===== src/rtl/core/mp2d_pkg.sv =====
`default_nettype none
// ----------------------------------------------------------------------------
// mp2d_pkg
// Shared constants, types and codes of the padded 2-D max pooling core.
// ----------------------------------------------------------------------------
package mp2d_pkg;

	localparam int MAX_COLS    = 256;
	localparam int MAX_WINDOW  = 8;
	localparam int SAMPLE_BITS = 16;
	localparam int ROW_LIMIT   = 256;
	localparam int RESULT_CAP  = 16;

	localparam int COL_BITS    = $clog2(MAX_COLS);
	localparam int WIN_BITS    = $clog2(MAX_WINDOW);
	localparam int ADDR_BITS   = COL_BITS + WIN_BITS;
	localparam int STORE_DEPTH = MAX_WINDOW * MAX_COLS;
	localparam int CNT_BITS    = $clog2(RESULT_CAP);
	localparam int POS_BITS    = 9;
	localparam int OFF_BITS    = 10;
	localparam int QUEUE_DEPTH = 4;
	localparam int QPTR_BITS   = $clog2(QUEUE_DEPTH);

	localparam int CFG_IDX_BITS  = 3;
	localparam int CFG_DATA_BITS = 9;

	typedef enum logic [CFG_IDX_BITS-1:0] {
		REG_WINDOW = 3'd0,
		REG_STEP   = 3'd1,
		REG_BORDER = 3'd2,
		REG_ROWS   = 3'd3,
		REG_COLS   = 3'd4
	} reg_idx_t;

	// Clamped geometry as used by both halves of the datapath.
	typedef struct packed {
		logic [3:0]          k;
		logic [3:0]          s;
		logic [1:0]          b;
		logic [POS_BITS-1:0] rows;
		logic [POS_BITS-1:0] cols;
		logic [OFF_BITS-1:0] lim_r;
		logic [OFF_BITS-1:0] lim_c;
	} geom_t;

	// One classified pixel. off_* is the padded start of the first window.
	typedef struct packed {
		logic signed [SAMPLE_BITS-1:0] pixel;
		logic [POS_BITS-1:0]           row;
		logic [POS_BITS-1:0]           col;
		logic                          has;
		logic [POS_BITS-1:0]           i0;
		logic [OFF_BITS-1:0]           off_r;
		logic                          r_multi;
		logic [POS_BITS-1:0]           j0;
		logic [OFF_BITS-1:0]           off_c;
		logic                          c_multi;
	} job_t;

	typedef enum logic [2:0] {
		B_IDLE,
		B_WIN,
		B_RD,
		B_DRAIN,
		B_OUT
	} back_state_t;

endpackage
`default_nettype wire


===== src/rtl/core/mp2d_back.sv =====
`default_nettype none
// ----------------------------------------------------------------------------
// mp2d_back
// Stores each pixel in the line store and scans the windows that end there.
// ----------------------------------------------------------------------------
module mp2d_back import mp2d_pkg::*; (
	input  wire logic                    clk,
	input  wire logic                    arst_n,
	input  geom_t                        geom,
	input  job_t                         head,
	input  wire logic                    q_empty,
	output logic                         pop,
	output logic                         ram_we,
	output logic [ADDR_BITS-1:0]         ram_waddr,
	output logic [SAMPLE_BITS-1:0]       ram_wdata,
	output logic                         ram_re,
	output logic [ADDR_BITS-1:0]         ram_raddr,
	input  wire logic [SAMPLE_BITS-1:0]  ram_rdata,
	output logic                         out_valid,
	input  wire logic                    out_ready,
	output logic signed [SAMPLE_BITS-1:0] max_value,
	output logic [POS_BITS-1:0]          out_row,
	output logic [POS_BITS-1:0]          out_col,
	output logic                         channel_done
);

	back_state_t state_q, state_d;
	job_t        job_q;

	logic [POS_BITS-1:0]           cur_i_q, cur_j_q;
	logic [OFF_BITS-1:0]           off_r_q, off_c_q;
	logic [CNT_BITS-1:0]           n_q;
	logic [POS_BITS-1:0]           re_q, cs_q, ce_q, rd_r_q, rd_c_q;
	logic signed [SAMPLE_BITS-1:0] acc_q;
	logic                          pend_q;

	logic [OFF_BITS-1:0] pe_r, pe_c, rend, cend, nxt_off_r, nxt_off_c, nxt_pe_r, nxt_pe_c;
	logic [POS_BITS-1:0] rs, re, cs, ce;
	logic                pad, more_r, more_c, room, fire, rd_last;

	assign pe_r = off_r_q + OFF_BITS'(geom.k) - OFF_BITS'(1);
	assign pe_c = off_c_q + OFF_BITS'(geom.k) - OFF_BITS'(1);
	assign rend = pe_r - OFF_BITS'(geom.b);
	assign cend = pe_c - OFF_BITS'(geom.b);

	always_comb begin
		rs = (off_r_q >= OFF_BITS'(geom.b)) ? POS_BITS'(off_r_q - OFF_BITS'(geom.b)) : '0;
		cs = (off_c_q >= OFF_BITS'(geom.b)) ? POS_BITS'(off_c_q - OFF_BITS'(geom.b)) : '0;
		re = (rend > OFF_BITS'(geom.rows - POS_BITS'(1))) ? geom.rows - POS_BITS'(1)
		                                                   : POS_BITS'(rend);
		ce = (cend > OFF_BITS'(geom.cols - POS_BITS'(1))) ? geom.cols - POS_BITS'(1)
		                                                   : POS_BITS'(cend);
		pad = (off_r_q < OFF_BITS'(geom.b)) || (off_c_q < OFF_BITS'(geom.b)) ||
		      (pe_r >= OFF_BITS'(geom.rows) + OFF_BITS'(geom.b)) ||
		      (pe_c >= OFF_BITS'(geom.cols) + OFF_BITS'(geom.b));
	end

	assign nxt_off_r = off_r_q + OFF_BITS'(geom.s);
	assign nxt_off_c = off_c_q + OFF_BITS'(geom.s);
	assign nxt_pe_r  = nxt_off_r + OFF_BITS'(geom.k) - OFF_BITS'(1);
	assign nxt_pe_c  = nxt_off_c + OFF_BITS'(geom.k) - OFF_BITS'(1);
	assign more_r    = job_q.r_multi && (nxt_pe_r <= geom.lim_r);
	assign more_c    = job_q.c_multi && (nxt_pe_c <= geom.lim_c);
	assign room      = (n_q != CNT_BITS'(RESULT_CAP - 1));
	assign fire      = !out_valid || out_ready;
	assign rd_last   = (rd_c_q == ce_q) && (rd_r_q == re_q);

	always_comb begin
		state_d = state_q;
		unique case (state_q)
			B_IDLE: begin
				if (!q_empty && head.has) begin
					state_d = B_WIN;
				end
			end
			B_WIN:   state_d = B_RD;
			B_RD: begin
				if (rd_last) begin
					state_d = B_DRAIN;
				end
			end
			B_DRAIN: state_d = B_OUT;
			B_OUT: begin
				if (fire) begin
					state_d = ((more_c || more_r) && room) ? B_WIN : B_IDLE;
				end
			end
			default: state_d = B_IDLE;
		endcase
	end

	always_comb begin
		pop       = (state_q == B_IDLE) && !q_empty;
		ram_we    = pop;
		ram_waddr = {head.row[WIN_BITS-1:0], head.col[COL_BITS-1:0]};
		ram_wdata = head.pixel;
		ram_re    = (state_q == B_RD);
		ram_raddr = {rd_r_q[WIN_BITS-1:0], rd_c_q[COL_BITS-1:0]};
	end

	always_ff @(posedge clk or negedge arst_n) begin
		if (!arst_n) begin
			state_q   <= B_IDLE;
			pend_q    <= 1'b0;
			out_valid <= 1'b0;
		end else begin
			state_q <= state_d;
			pend_q  <= (state_q == B_RD);
			if (state_q == B_OUT && fire) begin
				out_valid <= 1'b1;
			end else if (out_ready) begin
				out_valid <= 1'b0;
			end
		end
	end

	always_ff @(posedge clk) begin
		if (pend_q && $signed(ram_rdata) > acc_q) begin
			acc_q <= $signed(ram_rdata);
		end
		unique case (state_q)
			B_IDLE: begin
				job_q   <= head;
				cur_i_q <= head.i0;
				off_r_q <= head.off_r;
				cur_j_q <= head.j0;
				off_c_q <= head.off_c;
				n_q     <= '0;
			end
			B_WIN: begin
				re_q   <= re;
				cs_q   <= cs;
				ce_q   <= ce;
				rd_r_q <= rs;
				rd_c_q <= cs;
				// A window that overlaps the border starts from the zero padding.
				acc_q  <= pad ? '0 : {1'b1, {(SAMPLE_BITS-1){1'b0}}};
			end
			B_RD: begin
				if (rd_c_q == ce_q) begin
					rd_c_q <= cs_q;
					rd_r_q <= rd_r_q + POS_BITS'(1);
				end else begin
					rd_c_q <= rd_c_q + POS_BITS'(1);
				end
			end
			B_DRAIN: begin
			end
			B_OUT: begin
				if (fire) begin
					max_value    <= acc_q;
					out_row      <= cur_i_q;
					out_col      <= cur_j_q;
					channel_done <= (nxt_pe_r > geom.lim_r) && (nxt_pe_c > geom.lim_c);
					n_q          <= n_q + CNT_BITS'(1);
					if (more_c) begin
						cur_j_q <= cur_j_q + POS_BITS'(1);
						off_c_q <= nxt_off_c;
					end else begin
						cur_i_q <= cur_i_q + POS_BITS'(1);
						off_r_q <= nxt_off_r;
						cur_j_q <= job_q.j0;
						off_c_q <= job_q.off_c;
					end
				end
			end
			default: begin
			end
		endcase
	end

endmodule
`default_nettype wire


===== config.mk =====
export PLATFORM = sky130hd
export DESIGN_NAME = mp2d_back
export DESIGN_NICKNAME = d
export VERILOG_FILES = /design/src/rtl/core/mp2d_pkg.sv /design/src/rtl/core/mp2d_back.sv
export SDC_FILE = /design/constraint.sdc
export NUM_CORES = 1
export LEC_CHECK = 0
export BUFFER_PORTS_ARGS = -buffer_cell sky130_fd_sc_hd__buf_2
export CORE_ASPECT_RATIO = 1.4
export CORE_MARGIN = 3
export CORE_UTILIZATION = 34
export DETAILED_ROUTE_END_ITERATION = 12
export SYNTH_ARGS = -nofsm -noshare
export SYNTH_HDL_FRONTEND = slang
export SYNTH_SLANG_ARGS = --single-unit

===== constraint.sdc =====
create_clock -name clk -period 5 [get_ports clk]
set_input_delay 0.5 -clock clk [delete_from_list [all_inputs] [get_ports clk]]
set_output_delay 0.5 -clock clk [all_outputs]
set_load 0.05 [all_outputs]

==> flow_metrics.tcl, run 1 <==
set metrics [dict create \
    report.final.slew_viol_count 0 \
    syn_area_sq_um 12800 \
    hold_depth 1 \
    synthDistinctLibCells 69 \
    synth_adder_area_share_pct 18.5 \
    start_util_pct 34.6 \
    mostFrequentLayoutCells "ha_1, edfxtp_1, buf_2" \
    portBuffers 158 \
    synth.area.top_cells "edfxtp_1, ha_1, xnor2_1" \
    grt.overflow.total 0 \
    area_growth_pct 17.0 \
    cts_made_buffers 17 \
    synth-simple-area-share_pct 11.4 \
    drtIter0Drc 485 \
    synth-seq-cells 164 \
    min-delay-path-class "primary input to register" \
    synth_compound_area_share_pct 10.3 \
    place_congestion 0.859 \
    layout_setup_ws_ns 0.236 \
    final_core_util_pct 40.5 \
    viasPerCell 4.85 \
    maxCapViolCount 0 \
    fp.dieW_microns 170 \
    end_kind "register" \
    cp_max_fo 10 \
    numClockSinks 164 \
    post_drt_wl_per_cell_microns 16.0 \
    vias 9233 \
    worst-setup-path-type "register to register" \
    place_hpwl_mm 24.2 \
    post-place-ws_ns -0.148 \
    track_usage_pct 15.5 \
    ff2ff_path_depth 21 \
    rrSetupSlack_ns 0.24 \
    postSynthCellCount 1256 \
    rr_endpoint "off_c_q[8]" \
    period_share_pct 95.3 \
    cp-start-kind "register" \
    slew_headroom_pct 26.3 \
    muxShareOfSynthArea_pct 2.92 \
    slowest_delay_ns 0.51 \
    clk_latency_ns 0.45 \
    cts_root_buf "clkbuf_16" \
    num_antenna_cells 0 \
    worstPathArrival_ns 4.96 \
    seq_area_frac_synth_pct 38.4 \
    hp-start "head[20]" \
    h-tree-depth 4 \
    routed_wl_mm 30.5 \
    final_cell_area_sq_um 14900 \
    ant_nets 0 \
    yosysTopAreaCell "edfxtp_1" \
    async_reset_ff_share_pct 3.05 \
    rows 83 \
    outcome "completed" \
    boundaryPins 220 \
    cts_tree "built" \
    core_sq_um 36900 \
    clk_pin_slew_ns 0.07 \
    ys.warnings.count 0 \
    final_common_cell "ha_1" \
    antenna_found_initial 0 \
    finalHoldViolCount 0 \
    cp_cell_sequence "ha_2 -> fa_1 -> inv_1 -> ha_1 -> inv_1 -> ha_1 -> fa_2 -> a21o_1 -> a21oi_2 -> o21bai_1 -> a21oi_2 -> xnor2_1 -> ha_1 -> a21o_1 -> a21o_1 -> a221oi_2 -> o211a_1 -> nor2_2 -> buf_12 -> buf_4 -> a221o_1" \
    grt_pass1_wl_mm 49.1 \
    placed_area_sq_um 14200 \
    grt_pass1_vias 9682 \
    synth_top_family_by_area "adder cells" \
    grt_start_max_net_pins 81 \
    drtPass1Iterations 5 \
    syn_nets 1580 \
    fill_cells 3597 \
    fmax_mhz 210 \
    synthXorXnorAreaFrac_pct 10.7 \
    finalClockSkew_ns 0.0139 \
    drive_gt1_share_pct 19.3 \
    avgSynthCellArea_sq_um 10.2 \
    multiInputGateArea_sq_um 6940 \
    worst_pin_slew_ns 1.10 \
    drc 0 \
    period_minus_slack_ns 4.76 \
    rr_startpoint "off_c_q[0]" \
    cp_slowest_cell "fa_1" \
    cts_max_path_buffers 2 \
    die_h_microns 235 \
    whs_endpoint "job_q[20]" \
    die_area_sq_um 39900 \
    synth_top_area_share_pct 37.4 \
    seq_area_sq_um 4900 \
    critical_path_required_ns 5.19 \
    finalSetupViolations 0 \
    synthFlopType "edfxtp_1" \
    synth_edf_count 159 \
    final_net_count 1748 \
]
## critical path: cells and delay by family (launching register included)
family / cells / cell delay (ns)
AOI/OAI and AO/OA: 9 / 1.75
xor gates and xnor gates: 1 / 0.14
adders and majority gates: 6 / 1.78
buffers and inverters: 4 / 0.36
DFF: 1 / 0.39
and+or+nand+nor: 1 / 0.06
## metrics by stage
stage	instances	TNS [ns]	hold WS [ns]
after global placement	1868	-1.01	0.336
after floorplan	1256	0	0.204
after detailed placement	1868	-4.27	0.336
final	1904	0	0.223
after CTS	1901	0	0.195
after global routing	1904	-0.0509	0.203
## sequential cells by signal, summed over array words and instances (netlist names), 3 cells and up
register,count
rd_c_q,9
off_r_q,10
out_col,9
max_value,16
cur_i_q,9
cs_q,9
job_q,21
state_q,3
off_c_q,10
ce_q,9
n_q,4
cur_j_q,9
acc_q,16
rd_r_q,9
re_q,9
out_row,9
## area by class of cell
cell class                      count  share of cell area (%)
Clock buffer                       19                    2.90
Clock inverter                     13                    1.48
Inverter                          156                    3.92
Multi-Input combinational cell    871                    46.5
Sequential cell                   164                    32.8
Tap cell                          467                    3.92
Timing Repair Buffer              214                    8.47
## Yosys cell counts, types with 3 or more instances
library cell  count
edfxtp_1        159
a211oi_1          8
nor2b_1          23
or4_1             3
inv_1           156
o21bai_1          5
buf_2             5
xnor2_1          96
nor4_1            5
o21ai_0          59
buf_4            39
a31oi_1           4
mux2i_1          35
o31ai_1           3
nand4_1          11
o211ai_1          3
a221oi_1          3
a21oi_1          44
nand2_1          89
and3_1           13
nor3_1           17
ha_1            169
nand3_1          52
nand2b_1          5
or2_2             3
a21o_1           36
fa_1             12
xor2_1           58
dfrtp_1           5
nand3b_1          3
a211o_1           3
nor2_1           57
o22ai_1           8
clkbuf_1         17
## kinds of logic (layout without fill, tap and decap cells)
group                      Yosys count  in the layout
DFF                                164            164
xor gates and xnor gates           155            155
AOI/OAI and AO/OA                  203            203
and+or+nand+nor                    295            295
muxes                               37             37
adders and majority gates          181            181
buffers and inverters              221            402
## how the worst max path moves through the flow
stage                 end       start  slack (ns)  cells past startpoint
6_report       off_c_q[8]  off_c_q[0]        0.24                     21
3_3_place_gp   state_q[0]    geom[40]       -0.07                     22
3_5_place_dp   cur_j_q[8]    geom[40]       -0.15                     23
2_1_floorplan  cur_i_q[0]    geom[40]        0.01                     21
4_1_cts        cur_j_q[8]  off_c_q[0]        0.03                     22
5_1_grt        off_c_q[1]  off_c_q[1]       -0.03                     23
## per-layer routing
metal  share of wire, %  wire length [microns]  up-vias  track usage (%)
met5                  0                      0        -                0
met2                 51                  15500      185             27.0
met1                 44                  13400     4312             19.3
met4                2.5                    760        0             5.90
met3                2.9                    890       46             2.13
li1                   -                      -     4690                -
## timing repair
action / in CTS / in global routing
hold buffers: 1 / 0
buffers inserted: 0 / 3
gates resized for setup: 0 / 14
setup endpoints to repair: 0 / 49
endpoints found under the hold margin: 5 / 0
Power of run 1 is not shown: default switching activity piles up to over one toggle a cycle in this logic, so the estimate is an artifact.
==> run 2: changes to the inputs <==
--- a/config.mk
+++ b/config.mk
@@ -9,6 +9,7 @@
 export CORE_ASPECT_RATIO = 1.4
 export CORE_MARGIN = 3
 export CORE_UTILIZATION = 34
+export CTS_BUF_LIST = sky130_fd_sc_hd__clkbuf_8
 export DETAILED_ROUTE_END_ITERATION = 12
 export SYNTH_ARGS = -nofsm -noshare
 export SYNTH_HDL_FRONTEND = slang
==> flow_metrics.tcl, run 2 (same netlist as run 1, synthesis figures left out) <==
set metrics [dict create \
    min-delay-path-class "primary input to register" \
    cts_max_path_buffers 2 \
    routed_wl_mm 30.3 \
    grt_pass1_wl_mm 49.0 \
    start_util_pct 34.6 \
    startpoint "off_c_q[0]" \
    cts_tree "built" \
    num_antenna_cells 0 \
    rows 83 \
    fp.dieW_microns 170 \
    drc 0 \
    period_minus_slack_ns 4.74 \
    worst_pin_slew_ns 1.11 \
    drive_gt1_share_pct 19.3 \
    end_kind "register" \
    final_common_cell "ha_1" \
    maxCapViolCount 0 \
    finalClockSkew_ns 0.0188 \
    cts_made_buffers 17 \
    die_h_microns 235 \
    clk_pin_slew_ns 0.10 \
    drtIter0Drc 538 \
    cp_max_fo 11 \
    regMostFlops "job_q" \
    largestRegisters "job_q: 21 flops, acc_q: 16 flops, max_value: 16 flops" \
    slew_headroom_pct 25.7 \
    ant_nets 0 \
    die_area_sq_um 39900 \
    numClockSinks 164 \
    slowest_delay_ns 0.51 \
    largest_register_ffs 21 \
    outcome "completed" \
    grt_start_max_net_pins 81 \
    final_net_count 1747 \
    grt_pass1_vias 9673 \
    ff2ff_path_depth 22 \
    vias 9176 \
    finalHoldViolCount 0 \
    worstPathArrival_ns 4.95 \
    antenna_found_initial 0 \
    track_usage_pct 15.4 \
    rrSetupSlack_ns 0.26 \
    core_sq_um 36900 \
    post_drt_wl_per_cell_microns 15.9 \
    viasPerCell 4.82 \
    place_congestion 0.859 \
    rr_endpoint "cur_j_q[7]" \
    placed_cells 1868 \
    critical_path_required_ns 5.21 \
    grt.overflow.total 0 \
    area_growth_pct 15.4 \
    h-tree-depth 4 \
    report.final.slew_viol_count 0 \
    clk_latency_ns 0.49 \
    drtPass1Iterations 7 \
    cp_slowest_cell "fa_1" \
    period_share_pct 94.8 \
    instances_no_fill 1903 \
    place_hpwl_mm 24.2 \
    rr_startpoint "off_c_q[0]" \
    final_core_util_pct 39.9 \
    portBuffers 158 \
    cp-start-kind "register" \
    worst-setup-path-type "register to register" \
    boundaryPins 220 \
    finalSetupViolations 0 \
    crit_end "cur_j_q[7]" \
    fmax_mhz 211 \
    mostFrequentLayoutCells "ha_1, edfxtp_1, inv_1, buf_2, xnor2_1" \
    cts_root_buf "clkbuf_8" \
    cp_cell_sequence "ha_2 -> fa_1 -> inv_1 -> ha_1 -> inv_1 -> ha_1 -> fa_2 -> a21o_1 -> a21oi_2 -> o21bai_1 -> a21oi_2 -> xnor2_1 -> ha_1 -> a21o_1 -> a21o_1 -> a221oi_2 -> o211a_1 -> nor2_2 -> buf_12 -> buf_4 -> mux2i_1 -> o21ai_0" \
]
[run 2: cell count changes in the layout (fill, tap and decap cells not counted), sizes merged]
cell,delta
clkbuf,-2
inv,+2
buf,-1
[run 2: layout make-up]
| type | count | area (sq um) |
|---|---|---|
| clock inverter | 15 | 229 |
| clock buffer | 17 | 234 |
| inverter | 156 | 586 |
| sequential | 164 | 4900 |
| fill | 3614 | 22100 |
| timing repair buffer | 213 | 1260 |
| tap | 467 | 584 |
| multi-input combinational | 871 | 6940 |
[run 2: timing repair]
action | in CTS | in global routing
hold buffers | 1 | 0
endpoints found under the hold margin | 5 | 0
gates resized for setup | 0 | 16
setup buffers | 0 | 2
endpoints found under the setup margin | 0 | 49
[run 2: worst min path at each step]
| stage | end | cells after the start | slack (ns) | start |
|---|---|---|---|---|
| 6_report | job_q[20] | 1 | 0.17 | head[20] |
| 5_1_grt | job_q[20] | 1 | 0.14 | head[20] |
| 4_1_cts | job_q[20] | 1 | 0.13 | head[20] |
| 3_5_place_dp | out_valid | 1 | 0.34 | arst_n |
| 3_3_place_gp | out_valid | 1 | 0.34 | arst_n |
| 2_1_floorplan | out_valid | 0 | 0.20 | arst_n |
[run 2: routing by layer]
metal  vias up  global-route usage [%]  wire length (microns)
met4         0                    5.65                    784
met5         -                       0                      0
met1      4266                    19.3                  13300
met3        46                    2.17                    912
li1       4675                       -                      -
met2       189                    26.9                  15300
[run 2: through the flow]
step           area, sq um  TNS (ns)  worst slack, ns  hold WS (ns)
3_5_place_dp         14200     -4.27           -0.148         0.336
3_3_place_gp         14200     -1.01          -0.0708         0.336
2_1_floorplan        12800         0           0.0113         0.204
6_report             14700         0            0.260         0.174
4_1_cts              14700         0           0.0227         0.127
5_1_grt              14700   -0.0538          -0.0150         0.140
[run 2: worst max-delay path, delay by kind of cell, from the launching register on]
| kind | cells | cell delay (ns) |
|---|---|---|
| adders and majority gates | 6 | 1.83 |
| AOI/OAI and AO/OA | 9 | 1.55 |
| DFF | 1 | 0.40 |
| buffers and inverters | 4 | 0.37 |
| muxes | 1 | 0.13 |
| xor gates and xnor gates | 1 | 0.10 |
| and+or+nand+nor | 1 | 0.06 |
Power of run 2 is left out for the same reason.
==> run 3: changes to the inputs <==
--- a/config.mk
+++ b/config.mk
@@ -11,6 +11,7 @@
 export CORE_UTILIZATION = 34
 export CTS_BUF_LIST = sky130_fd_sc_hd__clkbuf_8
 export DETAILED_ROUTE_END_ITERATION = 12
+export REMOVE_ABC_BUFFERS = 1
 export SYNTH_ARGS = -nofsm -noshare
 export SYNTH_HDL_FRONTEND = slang
 export SYNTH_SLANG_ARGS = --single-unit
==> flow_metrics.tcl, run 3 (same netlist as run 1, synthesis figures left out) <==
set metrics [dict create \
    final_net_count 1751 \
    end_kind "register" \
    cp_top_family "adder cells" \
    instances_no_fill 1908 \
    final_core_util_pct 39.8 \
    largestRegisters "job_q: 21 flops, acc_q: 16 flops, max_value: 16 flops" \
    final_common_cell "ha_1" \
    cpMostUsedCell "a21o_1" \
    viasPerCell 4.87 \
    grt.overflow.total 0 \
    cp_slowest_cell "fa_1" \
    rrSetupSlack_ns 0.16 \
    fin_setup_tns_ns 0 \
    cts_tree "built" \
    report.final.slew_viol_count 0 \
    area_growth_pct 14.9 \
    die_h_microns 235 \
    numClockSinks 164 \
    core_sq_um 36900 \
    worst_pin_slew_ns 1.12 \
    grt_pass1_wl_mm 49.6 \
    cp-start-kind "register" \
    cp_max_fo 8 \
    die_area_sq_um 39900 \
    track_usage_pct 15.8 \
    cp_cell_sequence "ha_4 -> fa_1 -> inv_1 -> ha_1 -> inv_1 -> ha_2 -> fa_2 -> a21o_1 -> a21oi_2 -> o21bai_1 -> a21oi_2 -> buf_4 -> xnor2_2 -> ha_1 -> a21o_1 -> a21o_1 -> a221oi_2 -> o211a_1 -> nor2_4 -> buf_12 -> buf_12 -> a221o_1" \
    period_share_pct 96.8 \
    cts_root_buf "clkbuf_8" \
    start_util_pct 34.6 \
    regMostFlops "job_q" \
    placed_cells 1868 \
    path_buf_inv 5 \
    period_minus_slack_ns 4.84 \
    routed_wl_mm 31.6 \
    cts_max_path_buffers 2 \
    cts_made_buffers 17 \
    fmax_mhz 207 \
    drive_gt1_share_pct 19.3 \
    finalClockSkew_ns 0.0176 \
    fp.dieW_microns 170 \
    boundaryPins 220 \
    drc 0 \
    ant_nets 0 \
    maxCapViolCount 0 \
    drtIter0Drc 549 \
    finalSetupViolations 0 \
    worstPathArrival_ns 5.09 \
    finalHoldViolCount 0 \
    min-delay-path-class "primary input to register" \
    largest_register_ffs 21 \
    h-tree-depth 4 \
    drtPass1Iterations 5 \
    worst-setup-path-type "register to register" \
    rows 83 \
    place_congestion 0.819 \
    antenna_found_initial 0 \
    grt_pass1_vias 9428 \
    slowest_delay_ns 0.55 \
    critical_path_required_ns 5.25 \
    slew_headroom_pct 25.1 \
    clk_latency_ns 0.50 \
    mostFrequentLayoutCells "ha_1, edfxtp_1, inv_1, buf_2, xnor2_1" \
    place_hpwl_mm 25.1 \
    placed_area_sq_um 14100 \
    vias 9293 \
    grt_start_max_net_pins 81 \
    rsz0062_at_grt "true" \
    post_drt_wl_per_cell_microns 16.6 \
    final_cell_area_sq_um 14700 \
    clk_pin_slew_ns 0.10 \
    outcome "completed" \
    portBuffers 158 \
]
==> run 3: cell count changes in the layout (fill, tap and decap cells not counted), moves of 2 or more <==
cell and change:
o21ai_0 -10, buf_4 +3, a21oi_1 +3, inv_6 +2, clkinv_4 +2, clkinv_2 +2, a21oi_2 -3, o21ai_1 +10
clkinv_1 +2, bufinv_16 -5, clkinvlp_4 -2
==> run 3: per-stage QoR <==
stage / hold WS, ns / setup WS, ns
after floorplan: 0.204 / -0.983
after global placement: 0.333 / -0.245
after detailed placement: 0.334 / -0.354
after CTS: 0.125 / 0.00127
after global routing: 0.145 / -0.0885
final: 0.166 / 0.161
==> run 3: cell type report <==
cell class	instances	area (sq um)
repair buffers	217	1290
flip-flops and latches	164	4900
clock buffers	17	234
well taps	467	584
fillers	3578	22200
clock inverters	15	105
diodes	1	2.50
inverters	156	586
multi-input cells	871	6960
==> run 3: worst paths after layout <==
check	cells after the start	end	from
min	1	job_q[20]	head[20]
max in group asynchronous	2	state_q[2]	arst_n
max reg2reg	22	off_c_q[8]	off_c_q[0]
min reg2reg	0	max_value[5]	acc_q[5]
max	22	off_c_q[8]	off_c_q[0]
min in group asynchronous	2	state_q[1]	arst_n
==> run 3: routing by layer <==
metal | vias to the layer above | share of wire [%] | GRT usage [%]
li1 | 4697 | - | -
met1 | 4371 | 43 | 19.4
met2 | 190 | 51 | 27.7
met3 | 35 | 3.7 | 3.21
met4 | 0 | 2.2 | 4.64
met5 | - | 0 | 0.621
==> run 3: what timing repair did <==
item                       4_1_cts  5_1_grt
gates resized for setup          2       30
gates cloned                     0        1
pin swaps                        1       17
buffers inserted                 0        5
hold buffers                     1        0
hold endpoints to repair         5        0
setup endpoints to repair       35       58
Power of run 3 is left out for the same reason.
